--- src/design/cas_pkg.sv ---
// ----------------------------------------------------------------------------
// cas_pkg: shared types and constants for the concatenate-and-sort block
// Item formats, default capacity and sequencer states.
// ----------------------------------------------------------------------------
package cas_pkg;

  localparam int MAX_ELEMENTS_DEF = 32;
  localparam int DATA_W           = 32;

  typedef struct packed {
    logic signed [DATA_W-1:0] value;
    logic                     last;
  } in_item_t;

  typedef struct packed {
    logic signed [DATA_W-1:0] sorted_value;
    logic                     last_res;
    logic                     overflow;
  } out_item_t;

  typedef enum logic [2:0] {
    ST_IDLE,
    ST_RD_I,
    ST_LD_I,
    ST_SCAN,
    ST_EMIT
  } state_t;

endpackage

--- src/design/cas_store.sv ---
// ----------------------------------------------------------------------------
// cas_store: element store
// Single write port, single read port with registered read data.
// ----------------------------------------------------------------------------
module cas_store #(
  parameter int MAX_ELEMENTS = cas_pkg::MAX_ELEMENTS_DEF
) (
  input  logic                               clk,
  input  logic                               we,
  input  logic [$clog2(MAX_ELEMENTS)-1:0]    waddr,
  input  logic [cas_pkg::DATA_W-1:0]         wdata,
  input  logic [$clog2(MAX_ELEMENTS)-1:0]    raddr,
  output logic [cas_pkg::DATA_W-1:0]         rdata
);

  logic [cas_pkg::DATA_W-1:0] mem [MAX_ELEMENTS];

  always_ff @(posedge clk) begin
    if (we) begin
      mem[waddr] <= wdata;
    end
  end

  always_ff @(posedge clk) begin
    rdata <= mem[raddr];
  end

endmodule

--- src/design/cas_ctrl.sv ---
// ----------------------------------------------------------------------------
// cas_ctrl: load and sort sequencer
// Loads items into the store, runs the exchange sort through one signed
// comparator and emits each position once it is final.
// ----------------------------------------------------------------------------
module cas_ctrl #(
  parameter int MAX_ELEMENTS = cas_pkg::MAX_ELEMENTS_DEF
) (
  input  logic                               clk,
  input  logic                               rst,
  input  logic                               in_valid,
  output logic                               in_ready,
  input  cas_pkg::in_item_t                  in_item,
  output logic                               out_valid,
  input  logic                               out_ready,
  output cas_pkg::out_item_t                 out_item,
  output logic                               mem_we,
  output logic [$clog2(MAX_ELEMENTS)-1:0]    mem_waddr,
  output logic [cas_pkg::DATA_W-1:0]         mem_wdata,
  output logic [$clog2(MAX_ELEMENTS)-1:0]    mem_raddr,
  input  logic [cas_pkg::DATA_W-1:0]         mem_rdata
);

  localparam int AW = $clog2(MAX_ELEMENTS);
  localparam int CW = $clog2(MAX_ELEMENTS + 1);

  cas_pkg::state_t state, state_next;

  logic [CW-1:0]                    count, count_next;
  logic                             dropped, dropped_next;
  logic [AW-1:0]                    idx_i, idx_i_next;
  logic [AW-1:0]                    idx_j, idx_j_next;
  logic signed [cas_pkg::DATA_W-1:0] cur, cur_next;
  logic                             out_valid_next;
  cas_pkg::out_item_t               out_item_next;

  logic in_acc;
  logic out_free;
  logic i_more;
  logic j_more;
  logic i_final;
  logic swap;

  assign in_acc   = in_valid && in_ready;
  assign out_free = !out_valid || out_ready;
  assign i_more   = (CW'(idx_i) + CW'(1)) < count;
  assign i_final  = (CW'(idx_i) + CW'(1)) == count;
  assign j_more   = (CW'(idx_j) + CW'(1)) < count;
  assign swap     = cur > $signed(mem_rdata);

  always_comb begin
    state_next = state;
    unique case (state)
      cas_pkg::ST_IDLE: begin
        if (in_valid && in_item.last) begin
          state_next = cas_pkg::ST_RD_I;
        end
      end
      cas_pkg::ST_RD_I: begin
        state_next = cas_pkg::ST_LD_I;
      end
      cas_pkg::ST_LD_I: begin
        state_next = i_more ? cas_pkg::ST_SCAN : cas_pkg::ST_EMIT;
      end
      cas_pkg::ST_SCAN: begin
        state_next = j_more ? cas_pkg::ST_SCAN : cas_pkg::ST_EMIT;
      end
      cas_pkg::ST_EMIT: begin
        if (out_free) begin
          state_next = i_final ? cas_pkg::ST_IDLE : cas_pkg::ST_RD_I;
        end
      end
      default: state_next = cas_pkg::ST_IDLE;
    endcase
  end

  always_comb begin
    in_ready       = 1'b0;
    count_next     = count;
    dropped_next   = dropped;
    idx_i_next     = idx_i;
    idx_j_next     = idx_j;
    cur_next       = cur;
    out_valid_next = out_valid && !out_ready;
    out_item_next  = out_item;
    mem_we         = 1'b0;
    mem_waddr      = idx_j;
    mem_wdata      = cur;
    mem_raddr      = idx_i;
    unique case (state)
      cas_pkg::ST_IDLE: begin
        in_ready = 1'b1;
        if (in_acc) begin
          if (count < CW'(MAX_ELEMENTS)) begin
            mem_we     = 1'b1;
            mem_waddr  = count[AW-1:0];
            mem_wdata  = in_item.value;
            count_next = count + CW'(1);
          end else begin
            dropped_next = 1'b1;
          end
          idx_i_next = '0;
        end
      end
      cas_pkg::ST_RD_I: begin
        mem_raddr = idx_i;
      end
      cas_pkg::ST_LD_I: begin
        cur_next   = mem_rdata;
        mem_raddr  = idx_i + AW'(1);
        idx_j_next = idx_i + AW'(1);
      end
      cas_pkg::ST_SCAN: begin
        if (swap) begin
          mem_we    = 1'b1;
          mem_waddr = idx_j;
          mem_wdata = cur;
          cur_next  = mem_rdata;
        end
        mem_raddr  = idx_j + AW'(1);
        idx_j_next = idx_j + AW'(1);
      end
      cas_pkg::ST_EMIT: begin
        if (out_free) begin
          out_valid_next              = 1'b1;
          out_item_next.sorted_value  = cur;
          out_item_next.last_res      = i_final;
          out_item_next.overflow      = dropped;
          if (i_final) begin
            count_next   = '0;
            dropped_next = 1'b0;
          end else begin
            idx_i_next = idx_i + AW'(1);
          end
        end
      end
      default: ;
    endcase
  end

  always_ff @(posedge clk) begin
    if (rst) begin
      state     <= cas_pkg::ST_IDLE;
      count     <= '0;
      dropped   <= 1'b0;
      out_valid <= 1'b0;
    end else begin
      state     <= state_next;
      count     <= count_next;
      dropped   <= dropped_next;
      out_valid <= out_valid_next;
    end
  end

  always_ff @(posedge clk) begin
    idx_i    <= idx_i_next;
    idx_j    <= idx_j_next;
    cur      <= cur_next;
    out_item <= out_item_next;
  end

endmodule

--- src/design/concat_and_sort.sv ---
// Operation: an item that is not last is stored as it is taken. For a set of
//   stored values the last item starts the sort, one store read per cycle
//   through a single signed comparator; results leave as sorted.
// Flow: one set at a time, input not ready while the set is sorted and
//   emitted; an output stall holds the sequencer in its emit state.
// Reset: synchronous, active high; clears the element count and the drop flag.
// ----------------------------------------------------------------------------
// concat_and_sort: top level
// Collects signed values of a combined list and returns them in ascending
// order once the last one arrives.
// ----------------------------------------------------------------------------
module concat_and_sort #(
  parameter int MAX_ELEMENTS = cas_pkg::MAX_ELEMENTS_DEF
) (
  input  logic               clk,
  input  logic               rst,
  input  logic               in_valid,
  output logic               in_ready,
  input  cas_pkg::in_item_t  in_item,
  output logic               out_valid,
  input  logic               out_ready,
  output cas_pkg::out_item_t out_item
);

  localparam int AW = $clog2(MAX_ELEMENTS);

  logic                       mem_we;
  logic [AW-1:0]              mem_waddr;
  logic [cas_pkg::DATA_W-1:0] mem_wdata;
  logic [AW-1:0]              mem_raddr;
  logic [cas_pkg::DATA_W-1:0] mem_rdata;

  cas_ctrl #(
    .MAX_ELEMENTS (MAX_ELEMENTS)
  ) u_ctrl (
    .clk       (clk),
    .rst       (rst),
    .in_valid  (in_valid),
    .in_ready  (in_ready),
    .in_item   (in_item),
    .out_valid (out_valid),
    .out_ready (out_ready),
    .out_item  (out_item),
    .mem_we    (mem_we),
    .mem_waddr (mem_waddr),
    .mem_wdata (mem_wdata),
    .mem_raddr (mem_raddr),
    .mem_rdata (mem_rdata)
  );

  cas_store #(
    .MAX_ELEMENTS (MAX_ELEMENTS)
  ) u_store (
    .clk   (clk),
    .we    (mem_we),
    .waddr (mem_waddr),
    .wdata (mem_wdata),
    .raddr (mem_raddr),
    .rdata (mem_rdata)
  );

endmodule
--- config.mk ---
export PLATFORM = sky130hd
export DESIGN_NAME = concat_and_sort
export DESIGN_NICKNAME = d
export VERILOG_FILES = /design/src/design/cas_pkg.sv /design/src/design/cas_store.sv /design/src/design/cas_ctrl.sv /design/src/design/concat_and_sort.sv
export SDC_FILE = /design/constraint.sdc
export NUM_CORES = 2
export LEC_CHECK = 0
export BUFFER_PORTS_ARGS = -buffer_cell sky130_fd_sc_hd__buf_2
export CAP_MARGIN = 40
export CORE_ASPECT_RATIO = 1.1
export CORE_MARGIN = 1
export CORE_UTILIZATION = 38
export CTS_CLUSTER_SIZE = 20
export DETAILED_ROUTE_END_ITERATION = 10
export PLACE_DENSITY = 0.55
export SLEW_MARGIN = 20
export SYNTH_ARGS = -nofsm -noshare
export SYNTH_HDL_FRONTEND = slang
export SYNTH_SLANG_ARGS = --single-unit
export TNS_END_PERCENT = 30
--- constraint.sdc ---
create_clock -name clk -period 8.8 [get_ports clk]
set_input_delay 2.2 -clock clk [delete_from_list [all_inputs] [get_ports clk]]
set_output_delay 2.2 -clock clk [all_outputs]
set_load 0.005 [all_outputs]
==> metrics.md <==
| Metric | Value |
|---|---|
| Outcome | `complete, no violations` |
| Ratio of cells with drive above 1 in the final layout | `17.52%` |
| Critical Path RT | `9.29 ns` |
| Kind of critical path | `flip-flop to flip-flop` |
| Setup crit start kind | `flip-flop` |
| Initial antenna violation count | `7` |
| Initial core utilization | `38.26%` |
| Pin count of the biggest net entering global routing | `142` |
| Post-synth top flop | `edfxtp_1` |
| Final period util | `55.28%` |
| Commonest non-fill, non-tap cell in the layout | `edfxtp_1` |
| Ports | `73` |
| Core Area | `121200 um2` |
| Yosys cell types | `57` |
| Gpl congestion | `0.8037` |
| Worst R2R Start | `u_ctrl.state[2]$_SDFFE_PP0P_` |
| Root Driver | `clkbuf_16` |
| CP bufs+invs | `2` |
| Die width | `335.1 um` |
| Max-cap viol count | `0` |
| Yosys warns | `0` |
| IO buf count | `72` |
| Nets | `3064` |
| Die area | `123500 um2` |
| Crit-path max cell delay | `0.77 ns` |
| Avg WL per Cell | `26.07 um` |
| Comb pwr share | `34.1%` |
| DRC errors left | `0` |
| Sw Ratio | `35.29%` |
| Max-slew violation count | `0` |
| Syn Area/Cell | `16.06 um2` |
| IR drop worst, VDD | `580.9 uV` |
| Leak | `0.01768 uW` |
| Least-Margin Pin Slew | `0.9404 ns` |
| # H-tree levels | `3` |
| Setup crit end kind | `flip-flop` |
| Number of flops mapped to enable cells by yosys | `1100` |
| Seq pwr share | `39.5%` |
| Hold Crit Class | `flip-flop to flip-flop` |
| Async SR Flop Fraction | `0%` |
| Area grow syn2layout | `13.58%` |
| RSZ-0062 raised after global routing | `no` |
| Remaining Overflow, GRT | `0` |
| Period minus WS final | `4.864 ns` |
| Global-route wire length before repair | `176900 um` |
| Hold path depth | `0` |
| Dpl hpwl | `65870 um` |
| Clock Skew | `0.03359 ns` |
| CP Max Fanout | `36` |
| Synthesized instance count | `2889` |
| Remaining antenna violation count | `0` |
| Mapped cell area | `46380 um2` |
| CTS tree | `yes` |
| Max frequency | `205.6 MHz` |
| Flops & latches, synth | `1143` |
| Power share of the clock group | `26.4%` |
| Rel. slew slack | `36.93%` |
| DRT Pass-1 Iters | `8` |
| Routed WL | `122900 um` |
| Most frequent cells in the layout | `edfxtp_1, mux2i_1, nand2_1, a211oi_1, mux2_2` |
| GRT Util Overall | `19.66%` |
| Crit path from | `u_ctrl.state[2]$_SDFFE_PP0P_` |
| Power Density | `347.1 nW/um2` |
| Design Power | `18280 uW` |
| Vias per cell | `5.516` |
| Clock sink total | `1143` |
| Critical path arrival | `5.35 ns` |
| Crit path max-delay family | `compound AO/OA/AOI/OAI gates` |
| Setup violations, final | `0` |
| NetSw | `6453 uW` |
| Clock Path Buffers | `3` |
| RR Endpoint | `u_store.rdata[2]$_DFF_P_` |
| Crit path top cell by count | `o22ai_1` |
| Final hold vios | `0` |
| Via count | `26.01k` |
| Clk_lat worst skew | `0.71 ns` |
| Clk pin slew, worst setup/hold paths | `0.06 ns` |
| R2r setup slk | `3.94 ns` |
| Rows | `134` |
| Worst path cell trace | `nand2b_1 > inv_2 > nand2_1 > o22ai_1 > or3b_4 > buf_4 > o22ai_1 > a2111oi_0 > a211oi_1` |
| Reg2reg path depth | `9` |
| Vias in the first global route | `25.50k` |
| Min-Delay Startpoint | `u_store.rdata[1]$_DFF_P_` |
| Pint | `11830 uW` |
| TritonCTS Buffers | `115` |
| Register area share after synthesis | `73.07%` |
| Cts hold-fix bufs | `0` |
| Die height | `368.4 um` |
| Post-CTS Setup Inserts | `0` |
| Syn nets | `2972` |
| Critical Path Slowest Stage Cell | `a2111oi_0` |
| Worst Hold Path EP | `u_ctrl.cur[1]$_DFFE_PP_` |
| CTS resizes | `0` |
| Sum Neg Setup Slack | `0 ns` |
| Initial DRC count | `2173` |
## worst register-to-register path, stage by stage (launching register included)
cell and delay [ns]:
dfxtp_1 0.41, nand2b_1 0.56, inv_2 0.38, nand2_1 0.27
o22ai_1 0.42, or3b_4 0.71, buf_4 0.61, o22ai_1 0.30
a2111oi_0 0.77, a211oi_1 0.24
## cell type report
class,instances,area (um2)
Antenna cell,1,2.502
Clock buffer,161,3223
Clock inverter,57,510.5
Sequential cell,1143,33890
Tap cell,1632,2042
Inverter,49,183.9
Multi-Input combinational cell,1516,11660
Fill cell,10590,68540
Timing Repair Buffer,156,1165
## cells in the mapped netlist, types with 3 or more instances
| cell type | count | share of area (%) |
|---|---|---|
| a21o_1 | 6 | 0.097 |
| o31a_1 | 3 | 0.057 |
| a31oi_1 | 68 | 0.92 |
| nand4_1 | 9 | 0.12 |
| nand3_1 | 12 | 0.13 |
| buf_2 | 32 | 0.35 |
| o21ai_0 | 5 | 0.054 |
| xor2_1 | 3 | 0.057 |
| mux2i_1 | 289 | 6.2 |
| nor4_1 | 3 | 0.040 |
| edfxtp_1 | 1100 | 71 |
| nand2_1 | 279 | 2.3 |
| nor3_1 | 38 | 0.41 |
| inv_1 | 46 | 0.37 |
| nor2_1 | 28 | 0.23 |
| buf_8 | 3 | 0.097 |
| a2111oi_0 | 66 | 1.2 |
| mux2_2 | 162 | 3.9 |
| and2_0 | 104 | 1.4 |
| a211oi_1 | 162 | 2.6 |
| ha_1 | 46 | 1.2 |
| o211ai_1 | 4 | 0.065 |
| dfxtp_1 | 43 | 1.9 |
| o21a_1 | 4 | 0.065 |
| a21oi_1 | 25 | 0.27 |
| clkbuf_1 | 100 | 0.81 |
| and3_1 | 4 | 0.054 |
| xnor2_1 | 7 | 0.13 |
| inv_2 | 3 | 0.024 |
| o22ai_1 | 65 | 0.88 |
| o31ai_1 | 5 | 0.081 |
| nand2b_1 | 4 | 0.054 |
| nor2b_1 | 5 | 0.067 |
| buf_1 | 18 | 0.15 |
| and2_1 | 24 | 0.32 |
| a311oi_1 | 64 | 1.2 |
| buf_4 | 20 | 0.32 |
| buf_6 | 7 | 0.17 |
## power by group through the flow
stage / combinational, uW / sequential [uW] / clock, uW
finish: 6230 / 7220 / 4830
global route: 6710 / 7260 / 5120
CTS: 6200 / 7230 / 4920
detailed placement: 6170 / 7330 / 0
global placement: 6010 / 7330 / 0
floorplan: 4190 / 7210 / 0
## registers in the layout (all words and copies together), names as in the netlist
name              flops
u_store.mem        1024
u_ctrl.out_item      34
u_ctrl.cur           32
u_store.rdata        32
u_ctrl.count          6
u_ctrl.idx_i          5
u_ctrl.idx_j          5
u_ctrl.state          3
u_ctrl.dropped        1
u_ctrl.out_valid      1
## cell families (layout without fill, tap and decap cells)
group / after synthesis / count (layout) / synth area share [%]
XOR/XNOR: 10 / 10 / 0.1888
buffers and inverters: 230 / 423 / 2.298
other: 0 / 1 / 0
multiplexers: 451 / 451 / 10.17
adder cells (fa/ha/maj): 46 / 46 / 1.241
AO/OA/AOI/OAI: 490 / 490 / 7.796
AND/OR/NAND/NOR: 519 / 519 / 5.236
flip-flops: 1143 / 1143 / 73.07
## stage by stage
stage	worst slack, ns	hold slack, ns	util (%)	cells	cell area [um2]
after floorplan	3.100	0.4082	-	2889	46380
after global placement	3.472	0.4179	40.20	4482	48730
after detailed placement	3.455	0.4168	40.31	4491	48860
after CTS	4.061	0.4326	43.39	4709	52590
after global routing	3.693	0.4475	43.46	4714	52680
final	3.936	0.4311	43.46	4715	52680
## how the worst max path moves through the flow
stage,to,slack [ns],cells after the start
final,u_store.rdata[2]$_DFF_P_,3.94,9
after global routing,u_store.rdata[4]$_DFF_P_,3.69,10
after CTS,u_store.rdata[2]$_DFF_P_,4.06,9
after detailed placement,u_store.mem[14][30]$_DFFE_PP_,3.45,7
after global placement,u_store.mem[14][30]$_DFFE_PP_,3.47,6
after floorplan,u_store.mem[16][0]$_DFFE_PP_,3.10,6
## per-layer routing
metal	GRT usage (%)	routed length [um]
met4	7.007	3860
met3	4.460	9415
met1	27.21	53450
met2	30.32	56190
met5	0	21
Note: power is estimated with default switching activity, not from simulation.
